**src/rtl/mcbd_pkg.sv**
```systemverilog
// Shared types, codes and constant tables of the memory card block device.
// No dependencies.
package mcbd_pkg;

  localparam int unsigned MaxBlockW = 8;
  localparam logic [31:0] CardFn = 32'h0200_0000;
  localparam logic [7:0]  FuncInfo    = 8'd1;
  localparam logic [7:0]  FuncMedia   = 8'd10;
  localparam logic [7:0]  FuncRead    = 8'd11;
  localparam logic [7:0]  FuncWrite   = 8'd12;
  localparam logic [7:0]  FuncLastErr = 8'd13;
  localparam logic [7:0]  InfoWords   = 8'd28;
  localparam logic [7:0]  MediaWords  = 8'd7;
  localparam logic [7:0]  ReadWords   = 8'd130;

  typedef enum logic [2:0] {
    RSP_STATUS  = 3'd0,
    RSP_DATA    = 3'd1,
    RSP_OK      = 3'd2,
    RSP_BADFN   = 3'd3,
    RSP_UNKNOWN = 3'd4
  } resp_code_e;

  typedef enum logic [2:0] {
    K_INFO    = 3'd0,
    K_MEDIA   = 3'd1,
    K_READ    = 3'd2,
    K_WRITE   = 3'd3,
    K_LASTERR = 3'd4,
    K_UNKNOWN = 3'd5
  } kind_e;

  typedef struct packed {
    logic [7:0]  func;
    logic [31:0] function_word;
    logic [31:0] location_word;
    logic [31:0] data_word;
    logic        last_word;
  } req_t;

  typedef struct packed {
    logic [2:0]  response;
    logic [31:0] word_a;
    logic [31:0] word_b;
    logic [31:0] word_c;
    logic [31:0] word_d;
    logic [2:0]  words_valid;
    logic        reply_last;
  } rsp_t;

  // classified command between front and back
  typedef struct packed {
    kind_e                 kind;
    logic                  fn_ok;
    logic [31:0]           loc;
    logic [31:0]           data;
    logic                  last;
    logic [MaxBlockW-1:0]  block;
    logic [1:0]            phase;
  } cmd_t;

  function automatic logic [31:0] info_word(input logic [4:0] idx);
    logic [31:0] w;
    unique case (idx)
      5'd0:  w = CardFn;
      5'd1:  w = 32'h0041_0F00;
      5'd4:  w = 32'h6D45_00FF;
      5'd5:  w = 32'h7461_6C75;
      5'd6:  w = 32'h5620_6465;
      5'd7:  w = 32'h0000_554D;
      5'd12: w = 32'h656B_6146;
      5'd13: w = 32'h7962_2064;
      5'd14: w = 32'h6B72_6420;
      5'd15: w = 32'h6152_4949;
      5'd16: w = 32'h6C65_697A;
      5'd17: w = 32'h2026_2620;
      5'd18: w = 32'h755A_655A;
      5'd19: w = 32'h6D20_2C20;
      5'd20: w = 32'h2065_6461;
      5'd21: w = 32'h2072_6F66;
      5'd22: w = 32'h6C6C_756E;
      5'd23: w = 32'h0000_4344;
      5'd27: w = 32'h8200_7C00;
      default: w = 32'h0;
    endcase
    return w;
  endfunction

  function automatic logic [31:0] media_word(input logic [2:0] idx);
    logic [31:0] w;
    unique case (idx)
      3'd0: w = CardFn;
      3'd1: w = 32'h0000_00FF;
      3'd2: w = 32'h00FE_00FF;
      3'd3: w = 32'h00FD_0001;
      3'd4: w = 32'h0000_000D;
      3'd5: w = 32'h001F_00C8;
      default: w = 32'h0;
    endcase
    return w;
  endfunction

endpackage

```
**src/rtl/mcbd_front.sv**
```systemverilog
// Front end: takes request beats, reduces the block number and classifies.
// Depends on mcbd_pkg.
module mcbd_front #(
  parameter int unsigned NUM_BLOCKS = 256
) (
  input  logic            clk_i,
  input  logic            rst_ni,
  input  logic            push_i,
  input  mcbd_pkg::req_t  req_i,
  input  logic            hold_i,
  output logic            full_o,
  output logic            q_push_o,
  output mcbd_pkg::cmd_t  q_data_o,
  input  logic            q_full_i
);
  localparam int unsigned BlockW = $clog2(NUM_BLOCKS);
  // ceil(2^32 / NUM_BLOCKS): exact quotient for 16-bit block numbers
  localparam logic [32:0] RecipM = 33'(((64'd1 << 32) + 64'(NUM_BLOCKS) - 64'd1)
                                       / 64'(NUM_BLOCKS));

  logic            fv_q;
  mcbd_pkg::req_t  req_q;
  logic [15:0]     quo_q, quo_d;
  logic [15:0]     blk_in, blk_q;
  logic [48:0]     prod;
  logic [24:0]     qn;
  logic [15:0]     rem;
  logic            accept, move;

  assign blk_in = {req_i.location_word[23:16], req_i.location_word[31:24]};
  assign prod   = 49'(blk_in) * 49'(RecipM);
  assign quo_d  = prod[47:32];

  assign move     = fv_q && !q_full_i;
  assign full_o   = hold_i || (fv_q && q_full_i);
  assign accept   = push_i && !full_o;
  assign q_push_o = move;

  assign blk_q = {req_q.location_word[23:16], req_q.location_word[31:24]};
  assign qn    = 25'(quo_q) * 25'(NUM_BLOCKS);
  assign rem   = blk_q - qn[15:0];

  always_comb begin
    q_data_o       = '0;
    q_data_o.fn_ok = req_q.function_word[25];
    q_data_o.loc   = req_q.location_word;
    q_data_o.data  = req_q.data_word;
    q_data_o.last  = req_q.last_word;
    q_data_o.phase = req_q.location_word[9:8];
    q_data_o.block[BlockW-1:0] = rem[BlockW-1:0];
    unique case (req_q.func)
      mcbd_pkg::FuncInfo:    q_data_o.kind = mcbd_pkg::K_INFO;
      mcbd_pkg::FuncMedia:   q_data_o.kind = mcbd_pkg::K_MEDIA;
      mcbd_pkg::FuncRead:    q_data_o.kind = mcbd_pkg::K_READ;
      mcbd_pkg::FuncWrite:   q_data_o.kind = mcbd_pkg::K_WRITE;
      mcbd_pkg::FuncLastErr: q_data_o.kind = mcbd_pkg::K_LASTERR;
      default:               q_data_o.kind = mcbd_pkg::K_UNKNOWN;
    endcase
  end

  always_ff @(posedge clk_i) begin
    if (accept) begin
      req_q <= req_i;
      quo_q <= quo_d;
    end
  end

  always_ff @(posedge clk_i or negedge rst_ni) begin
    if (!rst_ni) begin
      fv_q <= 1'b0;
    end else if (accept) begin
      fv_q <= 1'b1;
    end else if (move) begin
      fv_q <= 1'b0;
    end
  end
endmodule

```
**config.mk**
```make
export PLATFORM = sky130hd
export DESIGN_NAME = mcbd_front
export DESIGN_NICKNAME = d
export VERILOG_FILES = /design/src/rtl/mcbd_pkg.sv /design/src/rtl/mcbd_front.sv
export SDC_FILE = /design/constraint.sdc
export NUM_CORES = 1
export LEC_CHECK = 0
export BUFFER_PORTS_ARGS = -buffer_cell sky130_fd_sc_hd__clkbuf_2
export CAP_MARGIN = 20
export CORE_MARGIN = 3
export CORE_UTILIZATION = 35
export DETAILED_ROUTE_END_ITERATION = 7
export PLACE_DENSITY = 0.68
export SLEW_MARGIN = 25
export SYNTH_ARGS = -nofsm -noshare
export SYNTH_HDL_FRONTEND = slang
export SYNTH_SLANG_ARGS = --single-unit
```
**constraint.sdc**
```tcl
create_clock -name clk_i -period 6.05 [get_ports clk_i]
set_input_delay 0 -clock clk_i [delete_from_list [all_inputs] [get_ports clk_i]]
set_output_delay 0 -clock clk_i [all_outputs]
set_load 0.05 [all_outputs]
```
Yosys cells after proc, flatten, opt, wreduce, memory -nomap -nowiden
Index checks and enable logic that the tools add are counted.
Storage, ports and cells
  logic and storage cells: 22
  flip-flop bits (word level): 100
  bits of input ports: 110
Operators by class
  reductions and logical operators: 7
  equal/unequal tests: 5
  add/sub/neg operators: 1
  mux-type cells: 3
Operators with widths (count)
  8-bit by 4-bit == test with 1-bit output, second input constant: 4
  3-bit one-hot mux with 5 select lines: 1
  8-bit by 1-bit == test with 1-bit output, second input constant: 1
  8-bit by 1-bit subtractor with 8-bit output, second input constant: 1
  1-bit logical AND: 3
  1-bit zero test: 2
  1-bit two-way mux: 2
  2-bit nonzero test: 1
  1-bit logical OR: 1

Longest topological paths before layout
Gate-level depths: netlist (run 1).
  depth in word-level cells: 5
  gate-level depth with buffers: 2
  depth with buffers taken out: 2

Worst setup path before layout (run 1)
OpenSTA, ideal clock, no wires.
  kind: flip-flop to flip-flop
  from: register fv_q
  to: register req_q, in the netlist q_data_o[0], enable pin
  arrival: 3991 ps
  period minus slack after synthesis: 4522 ps
  cell stages (with the launch flop): 2
  path buffers: 0
  setup slack: 1528 ps
  path through: dfrtp_1 a21oi_1
Between the ends
  word-level cells in the longest chain between the ends: 4
RTL lines
  from (decl): line mcbd_front.sv:21  | logic fv_q;
  from (signal assigned): line mcbd_front.sv:70  | fv_q <= 1'b0;
  from (signal assigned): line mcbd_front.sv:72  | fv_q <= 1'b1;
  from (signal assigned): line mcbd_front.sv:74  | fv_q <= 1'b0;
  1-bit logical AND: line mcbd_front.sv:35  | assign full_o = hold_i || (fv_q && q_full_i);
  1-bit logical OR: line mcbd_front.sv:35
  1-bit zero test: line mcbd_front.sv:36  | assign accept = push_i && !full_o;
  1-bit logical AND: line mcbd_front.sv:36
  net accept: line mcbd_front.sv:28  | logic accept, move;
  to (signal assigned): line mcbd_front.sv:63  | req_q <= req_i;
  to (decl): line mcbd_front.sv:22  | mcbd_pkg::req_t req_q;
The timed path passes the listed nets, and every way through them passes these cells.
A chain may end at the register's enable or synchronous reset.

Worst setup path after layout (run 1)
  from: register fv_q
  to: register req_q, in the netlist q_data_o[54], enable pin
The elaborated chain is that of the path after synthesis.

==> results of run 1 <==
## state kept, by name, summed over array words and instances, names as in the netlist
register and flops:
fv_q 1, req_q 8, q_data_o 66
## power groups by stage
stage / sequential [W] / clock (W) / combinational, W
final: 0.000606 / 0.000385 / 0.000178
after global routing: 0.000609 / 0.000428 / 0.000188
after CTS: 0.000607 / 0.000403 / 0.000178
after detailed placement: 0.000618 / 0 / 0.000138
after global placement: 0.000617 / 0 / 0.000136
after floorplan: 0.000618 / 0 / 0.000116
## worst max-delay path by stage
stage	startpoint	to	slack, ps	cells after the start
final	fv_q$_DFFE_PN0P_	q_data_o[54]$_DFFE_PP_	4330	2
after floorplan	fv_q$_DFFE_PN0P_	q_data_o[0]$_DFFE_PP_	1530	1
after CTS	fv_q$_DFFE_PN0P_	q_data_o[0]$_DFFE_PP_	4320	2
after detailed placement	fv_q$_DFFE_PN0P_	q_data_o[72]$_DFFE_PP_	4340	2
after global placement	fv_q$_DFFE_PN0P_	q_data_o[67]$_DFFE_PP_	4380	2
after global routing	fv_q$_DFFE_PN0P_	q_data_o[61]$_DFFE_PP_	4240	2
## routing by layer
layer | vias to the layer above | part of all wire | track usage
met3 | 13 | 0.079 | 0.0464
met4 | 0 | 0.024 | 0.0682
met1 | 857 | 0.37 | 0.150
li1 | 873 | - | -
met2 | 99 | 0.53 | 0.246
met5 | - | 0 | 0
## cells in the final DEF, fill, tap and decap left out, types with 2 or more instances in the layout
master / Yosys / final
sky130_fd_sc_hd__clkbuf_2: 0 / 159
sky130_fd_sc_hd__dlygate4sd3_1: 0 / 78
sky130_fd_sc_hd__edfxtp_1: 74 / 74
sky130_fd_sc_hd__clkbuf_8: 0 / 11
sky130_fd_sc_hd__nand2_1: 2 / 2
sky130_fd_sc_hd__nand2b_1: 2 / 2
sky130_fd_sc_hd__clkbuf_1: 0 / 2
## layout make-up
class                      count  area, um^2
sequential                    75        2250
clock inverter                 3        46.3
inverter                       1        3.75
tap                          102         128
fill                         673        3650
clock buffer                  13         159
multi-input combinational     17         145
timing repair buffer         238        1580
## kinds of logic after synthesis
kind of cell	after synthesis
buf+inv	77
flops	75
simple gates	11
compound gates	5
xor+xnor	1
## critical path, cell delays in order (launching register included)
cell and delay, ps:
sky130_fd_sc_hd__dfrtp_1 430, sky130_fd_sc_hd__a21oi_4 150, sky130_fd_sc_hd__buf_4 690
## stage by stage
stage          power [W]  instances  hold slack [ps]  cell area [um^2]   util
6_report         0.00117        449              377              4310  0.541
5_1_grt          0.00123        449              355              4310  0.541
4_1_cts          0.00119        449              347              4310  0.541
3_5_place_dp    0.000756        355             -217              3330  0.418
3_3_place_gp    0.000752        355             -224              3330  0.418
2_1_floorplan   0.000734        169             -296              2960      -
## what timing repair did
action,in CTS,in global routing
buffers inserted,0,0
hold buffers,78,0
hold endpoints to repair,76,0
==> impl_metrics.py, run 1 <==
metrics = {
    "sta": {
        "grt_setup_unrepaired": "false",
        "finalHoldViolations": 0,
        "fin_skew_ps": 6.14,
        "max-slew-margin-rel": 0.388,
        "period_needed_ps": 1720,
        "slew_viol_final": 0,
        "final.period_utilization": 0.284,
        "setup_slack_ps": 4330,
        "worst-slew-pin-transition_ps": 919,
        "report.final.setup_viol": 0,
        "timing.fmax_mhz": 582,
        "setup_total_negative_slack_ps": 0,
    },
    "die": {
        "die_h_um": 97.9,
        "boundaryPins": 191,
        "initial_core_utilization": 0.371,
        "overall_die_width_um": 97.9,
        "die-area_um2": 9580,
        "core_um2": 7970,
        "floorplan.rows": 32,
    },
    "pwr": {
        "net-switching-power_w": 0.000291,
        "power.internal_w": 0.000879,
        "power.clock.fraction": 0.329,
        "static_leakage_nw": 1.87,
        "swShare": 0.249,
        "vdd_ir_drop_max_v": 0.000136,
        "comb_power_share": 0.152,
        "power_frac_seq": 0.518,
        "power_per_cell_area_nw_per_um2": 271,
    },
    "routing": {
        "vias_per_cell": 4.10,
        "routed_wirelength_um": 6220,
        "drt_iter0_markers": 65,
        "vias": 1842,
        "dr.pass1.iters": 4,
        "remaining_drc_errors": 0,
        "wl_per_instance_um": 13.8,
        "postRouteAntennaNets": 0,
    },
    "global_routing": {
        "number_of_global_route_vias_before_repair": 2094,
        "grt_start_max_net_pins": 75,
        "grt_antenna_before_repair": 0,
        "grt_pass1_wl_um": 10300,
        "grt-ovfl-total": 0,
        "grt_usage": 0.140,
    },
    "clock_tree": {
        "numCtsBuffers": 9,
        "clkSinkCount": 75,
        "cts_root_buffer": "sky130_fd_sc_hd__clkbuf_8",
        "post_cts_resize_count": 0,
        "clock_tree.htree_level_count": 3,
        "worstSkewPairLatency_ps": 330,
        "tritoncts": "done",
        "clk_transition_reported_paths_ps": 70,
        "cts_buffer_depth": 2,
    },
    "yosys": {
        "yosys.area_share.simple": 0.0292,
        "main_combinational_cell_family_by_area_after_synthesis": "buffers and inverters",
        "ys_types": 19,
        "synth_common_cells": "76 x sky130_fd_sc_hd__buf_4, 74 x sky130_fd_sc_hd__edfxtp_1, 2 x sky130_fd_sc_hd__nand2_1, 2 x sky130_fd_sc_hd__nand2b_1",
        "synth.top_cells.by_area": "sky130_fd_sc_hd__edfxtp_1 75%, sky130_fd_sc_hd__buf_4 19%, sky130_fd_sc_hd__dfrtp_1 0.85%",
        "yosys.area_share.xor_xnor": 0.00296,
        "synth.net_count": 279,
        "ys_seq_elements": 75,
        "synth_adder_area_share": 0,
        "synthesis.area_um2": 2960,
        "synthesis.yosys.warnings": 0,
        "yosys.cell_count.top_type": "sky130_fd_sc_hd__buf_4",
        "synth_largest_area_cell": "sky130_fd_sc_hd__edfxtp_1",
        "synth_seq_area_share": 0.760,
        "synth.avg_cell_area_um2": 17.5,
        "synth_ff_type": "sky130_fd_sc_hd__edfxtp_1",
        "postSynthCellCount": 169,
        "asyncSetResetFlopFracSynth": 0.0133,
        "synthDominantCellAreaShare": 0.752,
        "synth_mux_area_frac": 0,
        "synth_enable_flop_cells": 74,
        "synth-compound-area-share": 0.0131,
    },
    "worst_hold_path": {
        "hold-path-cell-count": 2,
        "hold-path-endpoint": "q_data_o[63]$_DFFE_PP_",
        "timing.hold.worst.start": "req_i[53]",
        "worstHoldPathType": "input pin to flop",
    },
    "finish": {
        "drive_above_1_share": 0.510,
        "antennaDiodeCount": 0,
        "flow.area_growth_from_synthesis_pct": 45.9,
        "final_nets": 452,
    },
    "setup_path": {
        "worstRegToRegCells": 2,
        "critical_path_peak_fanout": 74,
        "worst-r2r-setup-slack_ps": 4330,
        "regToRegEndpoint": "q_data_o[54]$_DFFE_PP_",
        "critPathLaunchType": "flop",
        "timing.critical_path.arrival_ps": 1680,
        "r2r-start": "fv_q$_DFFE_PN0P_",
        "cp.required_ps": 6010,
        "critPathCaptureType": "flop",
        "path_class": "flop to flop",
    },
    "place": {
        "port_buffers": 159,
        "routabilityCongestion": 0.667,
        "placement.setup.worst_slack_ps": 4340,
    },
    "flow_run": {
        "max_cap_check_violation_count": 0,
    },
    "status": {
        "outcome": "finished clean",
    },
}
(Power assumes the default switching activity.)
==> run 2, diff against run 1 <==
==> constraint.sdc (replaced) <==
create_clock -name clk_i -period 1.8 [get_ports clk_i]
set_input_delay 0 -clock clk_i [delete_from_list [all_inputs] [get_ports clk_i]]
set_output_delay 0 -clock clk_i [all_outputs]
set_load 0.05 [all_outputs]
==> run 2 against run 1 <==
- highest routed layer unchanged
- core utilization increased by 0.79 points
- via count rose by 0.49%
- critical path type is now input pin to flop
- register-to-register slack lost 4000 ps
- global-route usage is 0.17 points higher
==> impl_metrics.py, run 2 (synthesis gave the netlist of run 1 again) <==
metrics = {
    "finish": {
        "antennaDiodeCount": 0,
        "final_nets": 454,
        "largest_register_ff_count": 66,
        "drive_above_1_share": 0.510,
        "layout_commonest_cell": "sky130_fd_sc_hd__clkbuf_2",
        "fillers": 688,
        "most-common-layout-cells": "159 x sky130_fd_sc_hd__clkbuf_2, 79 x sky130_fd_sc_hd__dlygate4sd3_1, 74 x sky130_fd_sc_hd__edfxtp_1",
        "flow.area_growth_from_synthesis_pct": 48.1,
        "final-instance-count-excl-fill": 451,
    },
    "routing": {
        "routed_wirelength_um": 6360,
        "dr.pass1.iters": 4,
        "wl_per_instance_um": 14.1,
        "postRouteAntennaNets": 0,
        "drt_iter0_markers": 49,
        "remaining_drc_errors": 0,
        "vias": 1851,
        "vias_per_cell": 4.10,
    },
    "worst_hold_path": {
        "timing.hold.worst.start": "q_full_i",
        "worstHoldPathType": "input pin to flop",
    },
    "clock_tree": {
        "cts_root_buffer": "sky130_fd_sc_hd__clkbuf_8",
        "clock_tree.htree_level_count": 3,
        "clkSinkCount": 75,
        "worstSkewPairLatency_ps": 340,
        "cts_post_setup_buffers_inserted": 0,
        "cts_buffer_depth": 2,
        "clk_transition_reported_paths_ps": 70,
        "tritoncts": "done",
        "numCtsBuffers": 9,
        "post_cts_resize_count": 0,
    },
    "pwr": {
        "vdd_ir_drop_max_v": 0.000679,
        "finalPower_w": 0.00414,
        "static_leakage_nw": 1.88,
        "power_per_cell_area_nw_per_um2": 947,
    },
    "global_routing": {
        "number_of_global_route_vias_before_repair": 2092,
        "grt-ovfl-total": 0,
        "grt_usage": 0.141,
        "grt_antenna_before_repair": 0,
        "grt_start_max_net_pins": 38,
        "grt_pass1_wl_um": 10500,
    },
    "die": {
        "core_um2": 7970,
        "initial_core_utilization": 0.371,
        "die_h_um": 97.9,
        "floorplan.rows": 32,
        "boundaryPins": 191,
        "overall_die_width_um": 97.9,
        "die-area_um2": 9580,
    },
    "place": {
        "port_buffers": 159,
        "routabilityCongestion": 0.678,
        "detailedPlacementHpwl_um": 4080,
        "placement.setup.worst_slack_ps": 389,
        "place.detailed.instances": 356,
    },
    "flow_run": {
        "max_cap_check_violation_count": 0,
    },
    "setup_path": {
        "cp-startpoint": "push_i",
        "timing.critical_path.arrival_ps": 1970,
        "worst_path_max_delay_cell": "sky130_fd_sc_hd__dlygate4sd3_1",
        "worstRegToRegCells": 2,
        "worst-r2r-setup-slack_ps": 380,
        "regToRegEndpoint": "q_data_o[30]$_DFFE_PP_",
        "critical_path_peak_fanout": 2,
        "endpoint": "fv_q$_DFFE_PN0P_",
        "worstPathCellList": "dlygate4sd3_1 > clkbuf_2 > nand2b_1 > dlygate4sd3_1 > nand2_1 > dlygate4sd3_1",
        "r2r-start": "fv_q$_DFFE_PN0P_",
        "critical-path-top-cell-by-count": "sky130_fd_sc_hd__dlygate4sd3_1",
        "critPathMaxStageDelay_ps": 590,
        "critPathLaunchType": "input pin",
        "critPathCaptureType": "flop",
        "cp.required_ps": 2010,
        "path_class": "input pin to flop",
    },
    "sta": {
        "fin_skew_ps": 10.4,
        "timing.fmax_mhz": 570,
        "grt_setup_unrepaired": "false",
        "worst-slew-pin-transition_ps": 469,
        "period_needed_ps": 1760,
        "setup_slack_ps": 44.8,
        "finalHoldViolations": 0,
        "hold_ws_ps": 221,
        "report.final.setup_viol": 0,
        "setup_total_negative_slack_ps": 0,
        "final.period_utilization": 0.975,
        "max-slew-margin-rel": 0.687,
        "slew_viol_final": 0,
    },
    "status": {
        "outcome": "finished clean",
    },
}
-- run 2: worst max-delay path: cells and delay by family --
| family | cells | cell delay (ps) |
|---|---|---|
| buf+inv | 4 | 1780 |
| simple gates | 2 | 180 |
-- run 2: cell type report --
| class | count | area, um^2 | share of cell area |
|---|---|---|---|
| flip-flops and latches | 75 | 2250 | 0.514 |
| repair buffers | 240 | 1610 | 0.369 |
| multi-input cells | 17 | 150 | 0.0343 |
| clock buffers | 11 | 131 | 0.0300 |
| well taps | 102 | 128 | 0.0292 |
| clock inverters | 5 | 101 | 0.0232 |
| inverters | 1 | 3.75 | 0.000858 |
-- run 2: per-layer routing --
| metal | up-vias | global-route usage | routed length [um] |
|---|---|---|---|
| li1 | 879 | - | - |
| met1 | 872 | 0.144 | 2240 |
| met2 | 93 | 0.257 | 3500 |
| met3 | 7 | 0.0636 | 557 |
| met4 | 0 | 0.0447 | 63 |
| met5 | - | 0 | 0 |
-- run 2: report_power, final --
| part | internal (W) | switching, W |
|---|---|---|
| Clock | 0.000918 | 0.000582 |
| Combinational | 0.000230 | 0.000376 |
| Sequential | 0.00201 | 0.0000270 |
| Total | 0.00316 | 0.000985 |
-- run 2: metrics by stage --
stage               utilization  instance area [um^2]
floorplan                     -                  2970
global placement          0.421                  3350
detailed placement        0.421                  3350
CTS                       0.549                  4380
global route              0.549                  4380
finish                    0.549                  4380
-- run 2: timing repair --
item / 4_1_cts / 5_1_grt
hold endpoints to repair: 76 / 0
setup endpoints to repair: 0 / 0
hold buffers: 79 / 0
-- run 2: worst min-delay path by stage --
| stage | end | slack (ps) | cells after the start |
|---|---|---|---|
| after detailed placement | fv_q$_DFFE_PN0P_ | -220 | 1 |
| after CTS | q_data_o[63]$_DFFE_PP_ | 210 | 3 |
| after floorplan | fv_q$_DFFE_PN0P_ | -300 | 0 |
| after global routing | q_data_o[63]$_DFFE_PP_ | 220 | 3 |
| final | q_data_o[63]$_DFFE_PP_ | 220 | 3 |
| after global placement | fv_q$_DFFE_PN0P_ | -220 | 1 |
