$ cat src/rtl/mcbd_pkg.sv
// Shared types, codes and constant tables of the memory card block device.
// No dependencies.
package mcbd_pkg;

  localparam int unsigned MaxBlockW = 8;
  localparam logic [31:0] CardFn = 32'h0200_0000;
  localparam logic [7:0]  FuncInfo    = 8'd1;
  localparam logic [7:0]  FuncMedia   = 8'd10;
  localparam logic [7:0]  FuncRead    = 8'd11;
  localparam logic [7:0]  FuncWrite   = 8'd12;
  localparam logic [7:0]  FuncLastErr = 8'd13;
  localparam logic [7:0]  InfoWords   = 8'd28;
  localparam logic [7:0]  MediaWords  = 8'd7;
  localparam logic [7:0]  ReadWords   = 8'd130;

  typedef enum logic [2:0] {
    RSP_STATUS  = 3'd0,
    RSP_DATA    = 3'd1,
    RSP_OK      = 3'd2,
    RSP_BADFN   = 3'd3,
    RSP_UNKNOWN = 3'd4
  } resp_code_e;

  typedef enum logic [2:0] {
    K_INFO    = 3'd0,
    K_MEDIA   = 3'd1,
    K_READ    = 3'd2,
    K_WRITE   = 3'd3,
    K_LASTERR = 3'd4,
    K_UNKNOWN = 3'd5
  } kind_e;

  typedef struct packed {
    logic [7:0]  func;
    logic [31:0] function_word;
    logic [31:0] location_word;
    logic [31:0] data_word;
    logic        last_word;
  } req_t;

  typedef struct packed {
    logic [2:0]  response;
    logic [31:0] word_a;
    logic [31:0] word_b;
    logic [31:0] word_c;
    logic [31:0] word_d;
    logic [2:0]  words_valid;
    logic        reply_last;
  } rsp_t;

  // classified command between front and back
  typedef struct packed {
    kind_e                 kind;
    logic                  fn_ok;
    logic [31:0]           loc;
    logic [31:0]           data;
    logic                  last;
    logic [MaxBlockW-1:0]  block;
    logic [1:0]            phase;
  } cmd_t;

  function automatic logic [31:0] info_word(input logic [4:0] idx);
    logic [31:0] w;
    unique case (idx)
      5'd0:  w = CardFn;
      5'd1:  w = 32'h0041_0F00;
      5'd4:  w = 32'h6D45_00FF;
      5'd5:  w = 32'h7461_6C75;
      5'd6:  w = 32'h5620_6465;
      5'd7:  w = 32'h0000_554D;
      5'd12: w = 32'h656B_6146;
      5'd13: w = 32'h7962_2064;
      5'd14: w = 32'h6B72_6420;
      5'd15: w = 32'h6152_4949;
      5'd16: w = 32'h6C65_697A;
      5'd17: w = 32'h2026_2620;
      5'd18: w = 32'h755A_655A;
      5'd19: w = 32'h6D20_2C20;
      5'd20: w = 32'h2065_6461;
      5'd21: w = 32'h2072_6F66;
      5'd22: w = 32'h6C6C_756E;
      5'd23: w = 32'h0000_4344;
      5'd27: w = 32'h8200_7C00;
      default: w = 32'h0;
    endcase
    return w;
  endfunction

  function automatic logic [31:0] media_word(input logic [2:0] idx);
    logic [31:0] w;
    unique case (idx)
      3'd0: w = CardFn;
      3'd1: w = 32'h0000_00FF;
      3'd2: w = 32'h00FE_00FF;
      3'd3: w = 32'h00FD_0001;
      3'd4: w = 32'h0000_000D;
      3'd5: w = 32'h001F_00C8;
      default: w = 32'h0;
    endcase
    return w;
  endfunction

endpackage

$ cat src/rtl/mcbd_fifo.sv
// Short command queue between front and back.
// Depends on mcbd_pkg.
module mcbd_fifo (
  input  logic          clk_i,
  input  logic          rst_ni,
  input  logic          push_i,
  input  mcbd_pkg::cmd_t wdata_i,
  output logic          full_o,
  input  logic          pop_i,
  output logic          empty_o,
  output mcbd_pkg::cmd_t rdata_o
);
  mcbd_pkg::cmd_t ent_q [4];
  logic [1:0] wp_q, rp_q;
  logic [2:0] cnt_q;

  assign full_o  = (cnt_q == 3'd4);
  assign empty_o = (cnt_q == 3'd0);
  assign rdata_o = ent_q[rp_q];

  always_ff @(posedge clk_i) begin
    if (push_i) begin
      ent_q[wp_q] <= wdata_i;
    end
  end

  always_ff @(posedge clk_i or negedge rst_ni) begin
    if (!rst_ni) begin
      wp_q  <= '0;
      rp_q  <= '0;
      cnt_q <= '0;
    end else begin
      if (push_i) wp_q <= wp_q + 2'd1;
      if (pop_i)  rp_q <= rp_q + 2'd1;
      cnt_q <= cnt_q + {2'b0, push_i} - {2'b0, pop_i};
    end
  end
endmodule

$ cat config.mk
export PLATFORM = sky130hd
export DESIGN_NAME = mcbd_fifo
export DESIGN_NICKNAME = d
export VERILOG_FILES = /design/src/rtl/mcbd_pkg.sv /design/src/rtl/mcbd_fifo.sv
export SDC_FILE = /design/constraint.sdc
export NUM_CORES = 1
export LEC_CHECK = 0
export ABC_AREA = 1
export BUFFER_PORTS_ARGS = -buffer_cell sky130_fd_sc_hd__clkbuf_2
export CAP_MARGIN = 25
export CORE_MARGIN = 1
export CORE_UTILIZATION = 45
export CTS_CLUSTER_SIZE = 20
export DETAILED_ROUTE_END_ITERATION = 7
export GPL_TIMING_DRIVEN = 0
export PLACE_DENSITY_LB_ADDON = 0.2
export SYNTH_ARGS = -nofsm -noshare
export SYNTH_HDL_FRONTEND = slang
export SYNTH_SLANG_ARGS = --single-unit
$ cat constraint.sdc
create_clock -name clk_i -period 6.65 [get_ports clk_i]
set_input_delay 0 -clock clk_i [delete_from_list [all_inputs] [get_ports clk_i]]
set_output_delay 0 -clock clk_i [all_outputs]
set_load 0.01 [all_outputs]
* After elaboration in Yosys (flattened, before gate mapping) *
Memory sizes are Yosys's and may differ from the RTL's.
Cells that the tools add are included.

storage, ports and cells
  register bits after elaboration = 7
  RAM bits = 316
  input bits = 83
  output and inout port bits = 81
  logic and storage cells = 12
  memories kept = 1

operators by class
  $add $sub $neg = 4
  equality and inequality tests = 1
  multiplexer cells = 2
  reductions and logical operators = 1

memory list
  memory  words  width  read ports  clocked after memory_dff  write ports  line             source
  ent_q   4      79     1           0                         1            mcbd_fifo.sv:13  mcbd_pkg::cmd_t ent_q [4];

operator list
  kind                                          count
  adder 2 x 1 -> 2 bit (second input constant)  2
  adder 3 x 1 -> 3 bit                          1
  equality test 3 bit (second input constant)   1
  logical NOT 3 bit                             1
  subtractor 3 x 1 -> 3 bit                     1
  2-to-1 mux 1 bit                              2

* Longest topological paths before layout *
Gate-level depths: netlist of the first run.

  word-level depth = 2
  depth in mapped cells = 10
  mapped depth without buffers = 10

* Worst setup path before layout of the first run *
Ideal clock, no wire load.

  path type = flip-flop to flip-flop
  start = reg wp_q[0]
  end = mem ent_q[0][0] in the netlist's numbering (enable)
  setup time = 433 ps
  data arrival time = 2212 ps
  data required time = 6217 ps
  path slack = 4005 ps
  cell stages (with the launch flop) = 5
  buffers on the path = 0
  period minus slack after synthesis = 2645 ps
  path through = dfrtp_1 > inv_1 > ha_1 > nand2_1 > inv_1

RTL lines
  what                    line             source
  start, declared         mcbd_fifo.sv:14  logic [1:0] wp_q, rp_q;
  start signal, assigned  mcbd_fifo.sv:33  if (push_i) wp_q <= wp_q + 2'd1;
  end, declared           mcbd_fifo.sv:13

Straight into the memory's write port.

==> results of run 1 <==
[layer usage]
layer | vias to the layer above | wire [µm]
li1 | 4584 | -
met1 | 4223 | 13100
met2 | 214 | 14600
met3 | 45 | 1510
met4 | 0 | 671
met5 | - | 0
[placed cells by master, fill, tap and decap left out, drive strengths merged]
cell type | Yosys | final
nand2 | 406 | 406
inv | 330 | 332
edfxtp | 316 | 316
clkbuf | 9 | 219
nand3 | 159 | 159
dlygate4sd3 | 0 | 83
buf | 44 | 48
clkinv | 0 | 14
dfrtp | 7 | 7
ha | 6 | 6
xor2 | 3 | 3
diode | 0 | 2
nor3 | 2 | 2
o21ai | 1 | 1
fa | 1 | 1
bufinv | 0 | 1
[per-stage QoR]
stage                     utilization  hold slack, ns  setup slack (ns)
final                           0.572           0.244              4.60
after global routing            0.572           0.236              4.44
after CTS                       0.571           0.215              4.56
after detailed placement        0.508          -0.138              4.73
after global placement          0.504          -0.142              2.63
after floorplan                     -          -0.296              4.01
[final cells by class]
type,instances,area (µm²),area share
multi-input combinational,578,2460,0.144
buffer,53,340,0.0200
antenna,2,5.00,0.000294
inverter,330,1250,0.0733
clock inverter,17,106,0.00625
sequential,323,9660,0.568
timing repair buffer,250,1760,0.103
tap,390,488,0.0287
clock buffer,47,963,0.0566
[worst paths after layout]
path / end / from / depth (start not counted) / slack (ns)
max in group asynchronous: cnt_q[0]$_DFF_PN0_ / rst_ni / 3 / 5.90
max reg2reg: ent_q[0][55]$_DFFE_PP_ / wp_q[0]$_DFFE_PN0P_ / 5 / 4.76
max: rdata_o[10] / rp_q[1]$_DFFE_PN0P_ / 5 / 4.60
min in group asynchronous: cnt_q[2]$_DFF_PN0_ / rst_ni / 3 / 0.46
min reg2reg: wp_q[0]$_DFFE_PN0P_ / wp_q[0]$_DFFE_PN0P_ / 1 / 0.54
min: ent_q[1][65]$_DFFE_PP_ / wdata_i[65] / 2 / 0.24
[timing repair]
action | in CTS | in global routing
endpoints found under the hold margin | 329 | 0
endpoints found under the setup margin | 0 | 0
hold buffers | 83 | 0
[state kept, by name, indices dropped and copies added, names as in the netlist]
signal  flops
wp_q        2
rp_q        2
ent_q     316
cnt_q       3
[power by group through the flow]
stage	registers, mW	logic [mW]	clock network, mW
2_1_floorplan	2.79	1.61	0
3_3_place_gp	2.83	2.61	0
3_5_place_dp	2.78	2.69	0
4_1_cts	2.74	2.74	1.86
5_1_grt	2.77	3.00	1.93
6_report	2.74	2.68	1.81
[kinds of logic after synthesis]
group	count (synthesis)
and+or+nand+nor	567
buffers and inverters	383
DFF	323
adders and majority gates	7
xor gates and xnor gates	3
AOI/OAI and AO/OA	1
==> metrics, run 1 <==
Nets=1662; CTS root buffer=clkbuf_16; Worst Setup Path Type=reg -> out; complex-gate fraction of the synthesized area=0.000365; initial antenna violation count=2; Rows=63; Hold Vio Cnt, Final=0; Final Setup Violations=0; die height=roughly 180 µm; worst path bufs/invs=3; Synth cell types=16; Top Usage Layer GRT=met2; Synth top cells by count=nand2_1 (406), inv_1 (328), edfxtp_1 (316); maximum fanout along the worst path=10; number of synthesized register bits=323; setup_tns=0 ns; worst slew pin tran=between 0.5 and 0.6 ns; detailed placement HPWL=17600 µm; final slew viol count=0; main combinational cell family by area after synthesis=simple AND/OR/NAND/NOR gates; non-filler instance count after layout=1990; CP Data Required Time=6.65 ns; ranking of synthesized cells by area=edfxtp_1 (69%), nand2_1 (11%), inv_1 (9.0%); Net Switching=2.62 mW; Setup Skew=about 0.013 ns; # fillers=2537; met2 Use GR=0.342; first-pass GRT wire length=46900 µm; Num CTS Buffers=36; Synth top area share=0.693; Clock Latency Late Sink=0.52 ns; Synth area leader=edfxtp_1; grt met3 use=0.0332; Hold WC Path Type=in -> reg; met1 GRT Util=0.252; Synth Area in XOR/XNOR=0.00192; vias in the first global route=9040; Total GRT Usage=0.197; drt drc=0; critical path's slowest cell=clkbuf_1; die area=just over 30000 µm²; # port buffers=163; Leak=between 7 and 8 nW; first-pass iteration count of the detailed router=7; Period minus WS final=2.05 ns; power density cells=between 400 and 500 nW/µm²; Die W=176 µm; clock power share=0.251; Post-Syn Area=13700 µm²; dpl cells=1841; I/O pin count=between 150 and 200; CTS tree=yes; DR vias/cell=4.56; Tcrit/Tclk final=0.308; Layout area overhead=24.3%; adder-cell share of the synthesized area=0.00694; WP data arrival=between 2 and 2.5 ns; fraction of layout cells with a size suffix above 1=0.162; Synth Net Count=around 1400; initial core utilization=0.460; Peak VDD IR=between 200 and 300 µV; Max clock buf depth=3; Post-Syn Instances=1284; sw frac=0.362; Internal=around 4.6 mW; grt ovf=0; DRT iter0 DRCs=510; Sink Count=323; pin count of the biggest net entering global routing=55; Primary FF master, synth=edfxtp_1; Slew HR=0.603; clk slew on worst S/H paths=0.06 ns; type of origin of the critical path=flop; crit-path max cell delay=roughly 0.50 ns; number of synthesized flops with an enable pin=316; Reg power frac=0.379; Seq/Total Area, Yosys=0.705; Pwr Total=7.24 mW; Mapped Avg Cell Area=around 11 µm²; mux cell area share after synthesis=0; H-Tree Depth=2; Finished Cell Area=between 15000 and 20000 µm²; gpl congestion=0.704; cells along the critical path=buf_2 -> clkbuf_1 -> nand3_1 -> nand2_1 -> clkbuf_2; RSZ-0062 raised after global routing=no; Comb pwr share=0.371; Async SR Flop Fraction=0.0217; Post-Synth Simple-Gate Area=0.170; outcome=complete, no violations; Ys Warns=0; post-CTS sizing=0; Routed WL per cell=15.0 µm; core area=29800 µm²; routed vias=9066; final WL=roughly 30000 µm; count leader, synth=nand2_1; post-place instance area=15100 µm²; maxcap violations=0; postcts setup bufs=0; crit path capture type=output port; Antenna Violating Nets Remaining=0; f_max=between 0.4 and 0.5 GHz; Top delay family on crit path=buffers and inverters
Note: power is estimated with default switching activity, not from simulation.
==> run 2, diff against run 1 <==
--- a/config.mk
+++ b/config.mk
@@ -5,7 +5,7 @@
 export SDC_FILE = /design/constraint.sdc
 export NUM_CORES = 1
 export LEC_CHECK = 0
-export ABC_AREA = 1
+export ABC_AREA = 0
 export BUFFER_PORTS_ARGS = -buffer_cell sky130_fd_sc_hd__clkbuf_2
 export CAP_MARGIN = 25
 export CORE_MARGIN = 1
==> constraint.sdc (replaced) <==
create_clock -name clk_i -period 1.65 [get_ports clk_i]
set_input_delay 0 -clock clk_i [delete_from_list [all_inputs] [get_ports clk_i]]
set_output_delay 0 -clock clk_i [all_outputs]
set_load 0.01 [all_outputs]
==> metrics, run 2 <==
Hold WC Path Type=in -> reg; Synth Net Count=approximately 540; Routed WL per cell=20.6 µm; Post-Syn Area=11900 µm²; commonest non-fill, non-tap cell in the layout=edfxtp_1; worst slew pin tran=0.481 ns; Synth area leader=edfxtp_1; type of origin of the critical path=flop; Layout area overhead=30.8%; Setup WS post-layout=-0.242 ns; Peak VDD IR=1000 µV; maximum fanout along the worst path=10; gpl congestion=0.698; Finished Cell Area=15500 µm²; setup_tns=-16.99 ns; die area=about 27000 µm²; crit-path max cell delay=0.51 ns; final slew viol count=0; Critical Path Most Common Cell=buf_12; Die W=164 µm; Ys Warns=0; clk slew on worst S/H paths=0.06 ns; first-pass GRT wire length=34200 µm; routed vias=5665; CTS root buffer=clkbuf_16; Total GRT Usage=0.173; final WL=22800 µm; maxcap violations=0; Hold Vio Cnt, Final=0; Pwr Total=between 20 and 30 mW; Num CTS Buffers=34; Slew HR=0.680; count leader, synth=edfxtp_1; Sink Count=between 300 and 400; WP data arrival=roughly 1.9 ns; drt drc=0; failing checks=setup timing; core area=roughly 26000 µm²; Primary FF master, synth=edfxtp_1; Post-Syn Instances=447; ranking of synthesized cells by area=edfxtp_1 (80%), mux4_2 (15%), dfrtp_1 (1.5%); Clock Latency Late Sink=0.50 ns; outcome=finished, violations left; power density cells=1760 nW/µm²; DR vias/cell=between 5 and 6; Mapped Avg Cell Area=26.6 µm²; cells along the critical path=buf_12 -> buf_12 -> mux4_2 -> buf_2; number of synthesized register bits=323; Synth top area share=0.799; critical path's slowest cell=mux4_2; DRT iter0 DRCs=385; Leak=5.49 nW; initial antenna violation count=0; initial core utilization=0.457; die height=164 µm; Nets=838; CP Data Required Time=1.65 ns; pin count of the biggest net entering global routing=47; f_max=0.529 GHz; H-Tree Depth=2; grt ovf=0; end-of-flow core utilization=0.597; commonest non-fill, non-tap cells in the layout=edfxtp_1 (316), clkbuf_2 (159), dlygate4sd3_1 (82); # port buffers=163; diode count=0; detailed placement HPWL=about 13000 µm; Antenna Violating Nets Remaining=0; Setup Skew=0.0160 ns; top flop regs=ent_q x316, cnt_q x3; dpl cells=about 950; fraction of layout cells with a size suffix above 1=0.438; first-pass iteration count of the detailed router=8; Synth top cells by count=edfxtp_1 (316), mux4_2 (79), buf_12 (8), buf_2 (8), dfrtp_1 (7); RSZ-0062 raised after global routing=yes; Seq/Total Area, Yosys=0.814; Max clock buf depth=3; post-place instance area=13200 µm²; I/O pin count=between 150 and 200; Worst Setup Path Type=reg -> out; non-filler instance count after layout=1107; vias in the first global route=6135; Top reg by flops=ent_q; Final Setup Violations=79; number of synthesized flops with an enable pin=316; Rows=59; Tcrit/Tclk final=1.15; worst reg-to-reg setup slack=0.01 ns; Period minus WS final=1.89 ns; Async SR Flop Fraction=0.0217; Synth cell types=17; crit path capture type=output port; Largest register FFs=316; CTS tree=yes
run 2: changes by cell type in the layout (fill, tap and decap cells not counted), moves of 8 or more:
cell | previous run | this run
and2_4 | 0 | 8
buf_12 | 0 | 13
buf_2 | 23 | 10
buf_6 | 12 | 1
clkbuf_1 | 19 | 8
inv_1 | 324 | 4
mux4_2 | 0 | 79
nand2_1 | 406 | 2
nand3_1 | 159 | 0
run 2: kinds of logic (layout without fill, tap and decap cells):
logic type / Yosys count / in the layout / synth area share
xor gates and xnor gates: 5 / 5 / 0.00369
buffers and inverters: 24 / 343 / 0.0200
muxes: 79 / 79 / 0.150
adders and majority gates: 7 / 7 / 0.00801
AOI/OAI and AO/OA: 1 / 1 / 0.000421
and+or+nand+nor: 8 / 14 / 0.00369
DFF: 323 / 323 / 0.814
run 2: final timing paths:
kind	startpoint	endpoint	cells after the start
hold / removal	push_i	wp_q[0]$_DFFE_PN0P_	2
min in group asynchronous	rst_ni	cnt_q[0]$_DFF_PN0_	3
setup / recovery	rp_q[0]$_DFFE_PN0P_	rdata_o[47]	4
max in group asynchronous	rst_ni	rp_q[1]$_DFFE_PN0P_	3
hold reg to reg	wp_q[0]$_DFFE_PN0P_	wp_q[0]$_DFFE_PN0P_	1
setup reg to reg	cnt_q[0]$_DFF_PN0_	cnt_q[2]$_DFF_PN0_	7
run 2: critical path, delay by kind of cell (launching register included):
family	cells	cell delay, ns
muxes	1	0.51
buffers and inverters	3	0.52
DFF	1	0.37
run 2: layout make-up:
| type | count | area [µm²] |
|---|---|---|
| Buffer | 17 | 225 |
| Sequential cell | 323 | 9670 |
| Tap cell | 335 | 419 |
| Inverter | 6 | 22.5 |
| Fill cell | 1896 | 10500 |
| Multi-Input combinational cell | 106 | 2070 |
| Clock buffer | 47 | 983 |
| Timing Repair Buffer | 260 | 1960 |
| Clock inverter | 13 | 181 |
run 2: what timing repair did:
| action | CTS | global route |
|---|---|---|
| hold buffers | 82 | 0 |
| gates cloned | 7 | 3 |
| endpoints found under the setup margin | 288 | 172 |
| buffers inserted | 6 | 1 |
| hold endpoints to repair | 325 | 0 |
| pin swaps | 1 | 4 |
| resized for setup | 12 | 11 |
run 2: metrics by stage:
step | hold WS [ns] | setup slack, ns
floorplan | -0.296 | 0.0122
global placement | -0.151 | -0.419
detailed placement | -0.148 | -0.308
CTS | 0.0181 | -0.299
global route | 0.0743 | -0.330
finish | 0.0697 | -0.242
run 2: routing by layer:
layer  up-vias  part of all wire  GRT usage
met1      2949              0.41      0.223
met2       140              0.52      0.296
met3        28             0.046     0.0334
met4         0             0.020     0.0555
met5         -                 0          0
li1       2548                 -          -
run 2: where the power goes:
group          total, mW  leakage (nW)  internal [mW]  switching, mW
logic               8.48          1.94           4.22           4.26
registers           11.1          2.98           10.7          0.340
clock network       7.80         0.565           4.93           2.87
total               27.3          5.49           19.9           7.47
==> run 3, diff against run 2 <==
--- a/config.mk
+++ b/config.mk
@@ -12,7 +12,6 @@
 export CORE_UTILIZATION = 45
 export CTS_CLUSTER_SIZE = 20
 export DETAILED_ROUTE_END_ITERATION = 7
-export GPL_TIMING_DRIVEN = 0
 export PLACE_DENSITY_LB_ADDON = 0.2
 export SYNTH_ARGS = -nofsm -noshare
 export SYNTH_HDL_FRONTEND = slang
==> constraint.sdc (replaced) <==
create_clock -name clk_i -period 1.7 [get_ports clk_i]
set_input_delay 0 -clock clk_i [delete_from_list [all_inputs] [get_ports clk_i]]
set_output_delay 0 -clock clk_i [all_outputs]
set_load 0.01 [all_outputs]
==> metrics, run 3 (synthesis results as in run 2) <==
outcome=finished, violations left; failing checks=setup timing; R2R Path End=cnt_q[2]$_DFF_PN0_; Leak=5.36 nW; initial antenna violation count=0; commonest non-fill, non-tap cell in the layout=edfxtp_1; # port buffers=between 150 and 200; crit-path max cell delay=0.50 ns; Antenna Violating Nets Remaining=0; footprint of the multi-input gates=1990 µm²; power density cells=about 1700 nW/µm²; Setup Skew=between 0.015 and 0.02 ns; maxcap violations=0; worst reg-to-reg setup slack=0.09 ns; Pwr Total=25.6 mW; type of origin of the critical path=flop; Routed WL per cell=about 20 µm; worst reg2reg path startpoint=cnt_q[0]$_DFF_PN0_; Layout area overhead=28.5%; Reg area=9670 µm²; Peak VDD IR=between 900 and 1000 µV; Max clock buf depth=3; first-pass GRT wire length=~33000 µm; detailed placement HPWL=between 10000 and 15000 µm; pre-CTS WS=-0.0165 ns; I/O pin count=164; CTS tree=yes; final slew viol count=0; setup_tns=-18.86 ns; CP Data Required Time=1.70 ns; pin count of the biggest net entering global routing=42; Die W=164 µm; commonest non-fill, non-tap cells in the layout=edfxtp_1 (316), clkbuf_2 (157), dlygate4sd3_1 (83); Clock Latency Late Sink=0.50 ns; Tcrit/Tclk final=1.18; non-filler instance count after layout=~1100; FF-to-FF path depth=7; CTS root buffer=clkbuf_16; Hold Vio Cnt, Final=0; cells along the critical path=buf_12 -> clkbuf_16 -> mux4_2 -> buf_2; fraction of layout cells with a size suffix above 1=0.419; dpl cells=around 940; Hold WC Path Type=in -> reg; worst path bufs/invs=3; vias in the first global route=a little over 6000; core area=26000 µm²; final WL=21700 µm; Setup WS post-layout=-0.303 ns; DRT iter0 DRCs=~350; critical path launch point=rp_q[0]$_DFFE_PN0P_; Sink Count=323; initial core utilization=0.457; # fillers=approximately 2000; critical path's slowest cell=dfrtp_4; maximum fanout along the worst path=13; diode count=0; crit path capture type=output port; drt drc=0; gpl congestion=0.672; top flop regs=ent_q x316, cnt_q x3; Total GRT Usage=0.162; Period minus WS final=around 2.0 ns; Top reg by flops=ent_q; Rows=59; routed vias=5530; Final Setup Violations=79; Worst Setup Path Type=reg -> out; Largest register FFs=316; Crit. path cell count=4; Nets=823; Num CTS Buffers=34; RSZ-0062 raised after global routing=yes; DR vias/cell=slightly above 5; grt ovf=0; die height=164 µm; die area=about 27000 µm²; critical path endpoint=rdata_o[24]; clk slew on worst S/H paths=approximately 0.060 ns; f_max=0.499 GHz; WP data arrival=2.00 ns; worst slew pin tran=0.361 ns; Top delay family on crit path=buffers and inverters; Slew HR=0.759; H-Tree Depth=2; first-pass iteration count of the detailed router=8
[run 3: cell count changes in the layout (fill, tap and decap cells not counted), moves of 3 or more]
cell	change
and2_4	-4
ha_1	+3
bufinv_16	-4
buf_2	-7
clkinv_2	+3
[run 3: how the worst min path moves through the flow]
stage                 from                endpoint  slack (ns)  cells past startpoint
6_report       wdata_i[71]  ent_q[0][71]$_DFFE_PP_        0.26                      2
5_1_grt        wdata_i[73]  ent_q[2][73]$_DFFE_PP_        0.26                      2
4_1_cts         wdata_i[2]   ent_q[3][2]$_DFFE_PP_        0.24                      2
3_5_place_dp        rst_ni      cnt_q[0]$_DFF_PN0_       -0.14                      1
3_3_place_gp        rst_ni      cnt_q[0]$_DFF_PN0_       -0.15                      1
2_1_floorplan       rst_ni      cnt_q[0]$_DFF_PN0_       -0.30                      0
[run 3: repair_timing]
action / CTS / global route
buffers inserted: 2 / 1
cloned: 1 / 1
hold buffers: 83 / 0
pin swaps: 0 / 1
gates resized for setup: 12 / 10
endpoints found under the setup margin: 80 / 80
endpoints found under the hold margin: 328 / 0
[run 3: report_power, final]
part	internal, mW	switching (mW)
logic	3.91	3.88
clock network	4.14	2.78
registers	10.4	0.437
total	18.5	7.09
[run 3: metrics by stage]
step                      area, µm²  hold slack, ns  utilization
after floorplan               11900          -0.296            -
after global placement        13200          -0.154        0.507
after detailed placement      13200          -0.142        0.507
after CTS                     15200           0.239        0.584
after global routing          15200           0.257        0.587
final                         15200           0.262        0.587
[run 3: final cells by class]
| class | instances | share of cell area |
|---|---|---|
| clock buffers | 47 | 0.0638 |
| flip-flops and latches | 323 | 0.634 |
| well taps | 335 | 0.0275 |
| repair buffers | 268 | 0.137 |
| inverters | 6 | 0.00148 |
| multi-input cells | 100 | 0.130 |
| clock inverters | 13 | 0.00550 |
[run 3: routing by layer]
metal	GRT usage	vias to the layer above	wire length [µm]
li1	-	2503	-
met5	0	-	0
met3	0.0314	32	989
met1	0.206	2860	8940
met4	0.0513	0	389
met2	0.281	135	11400
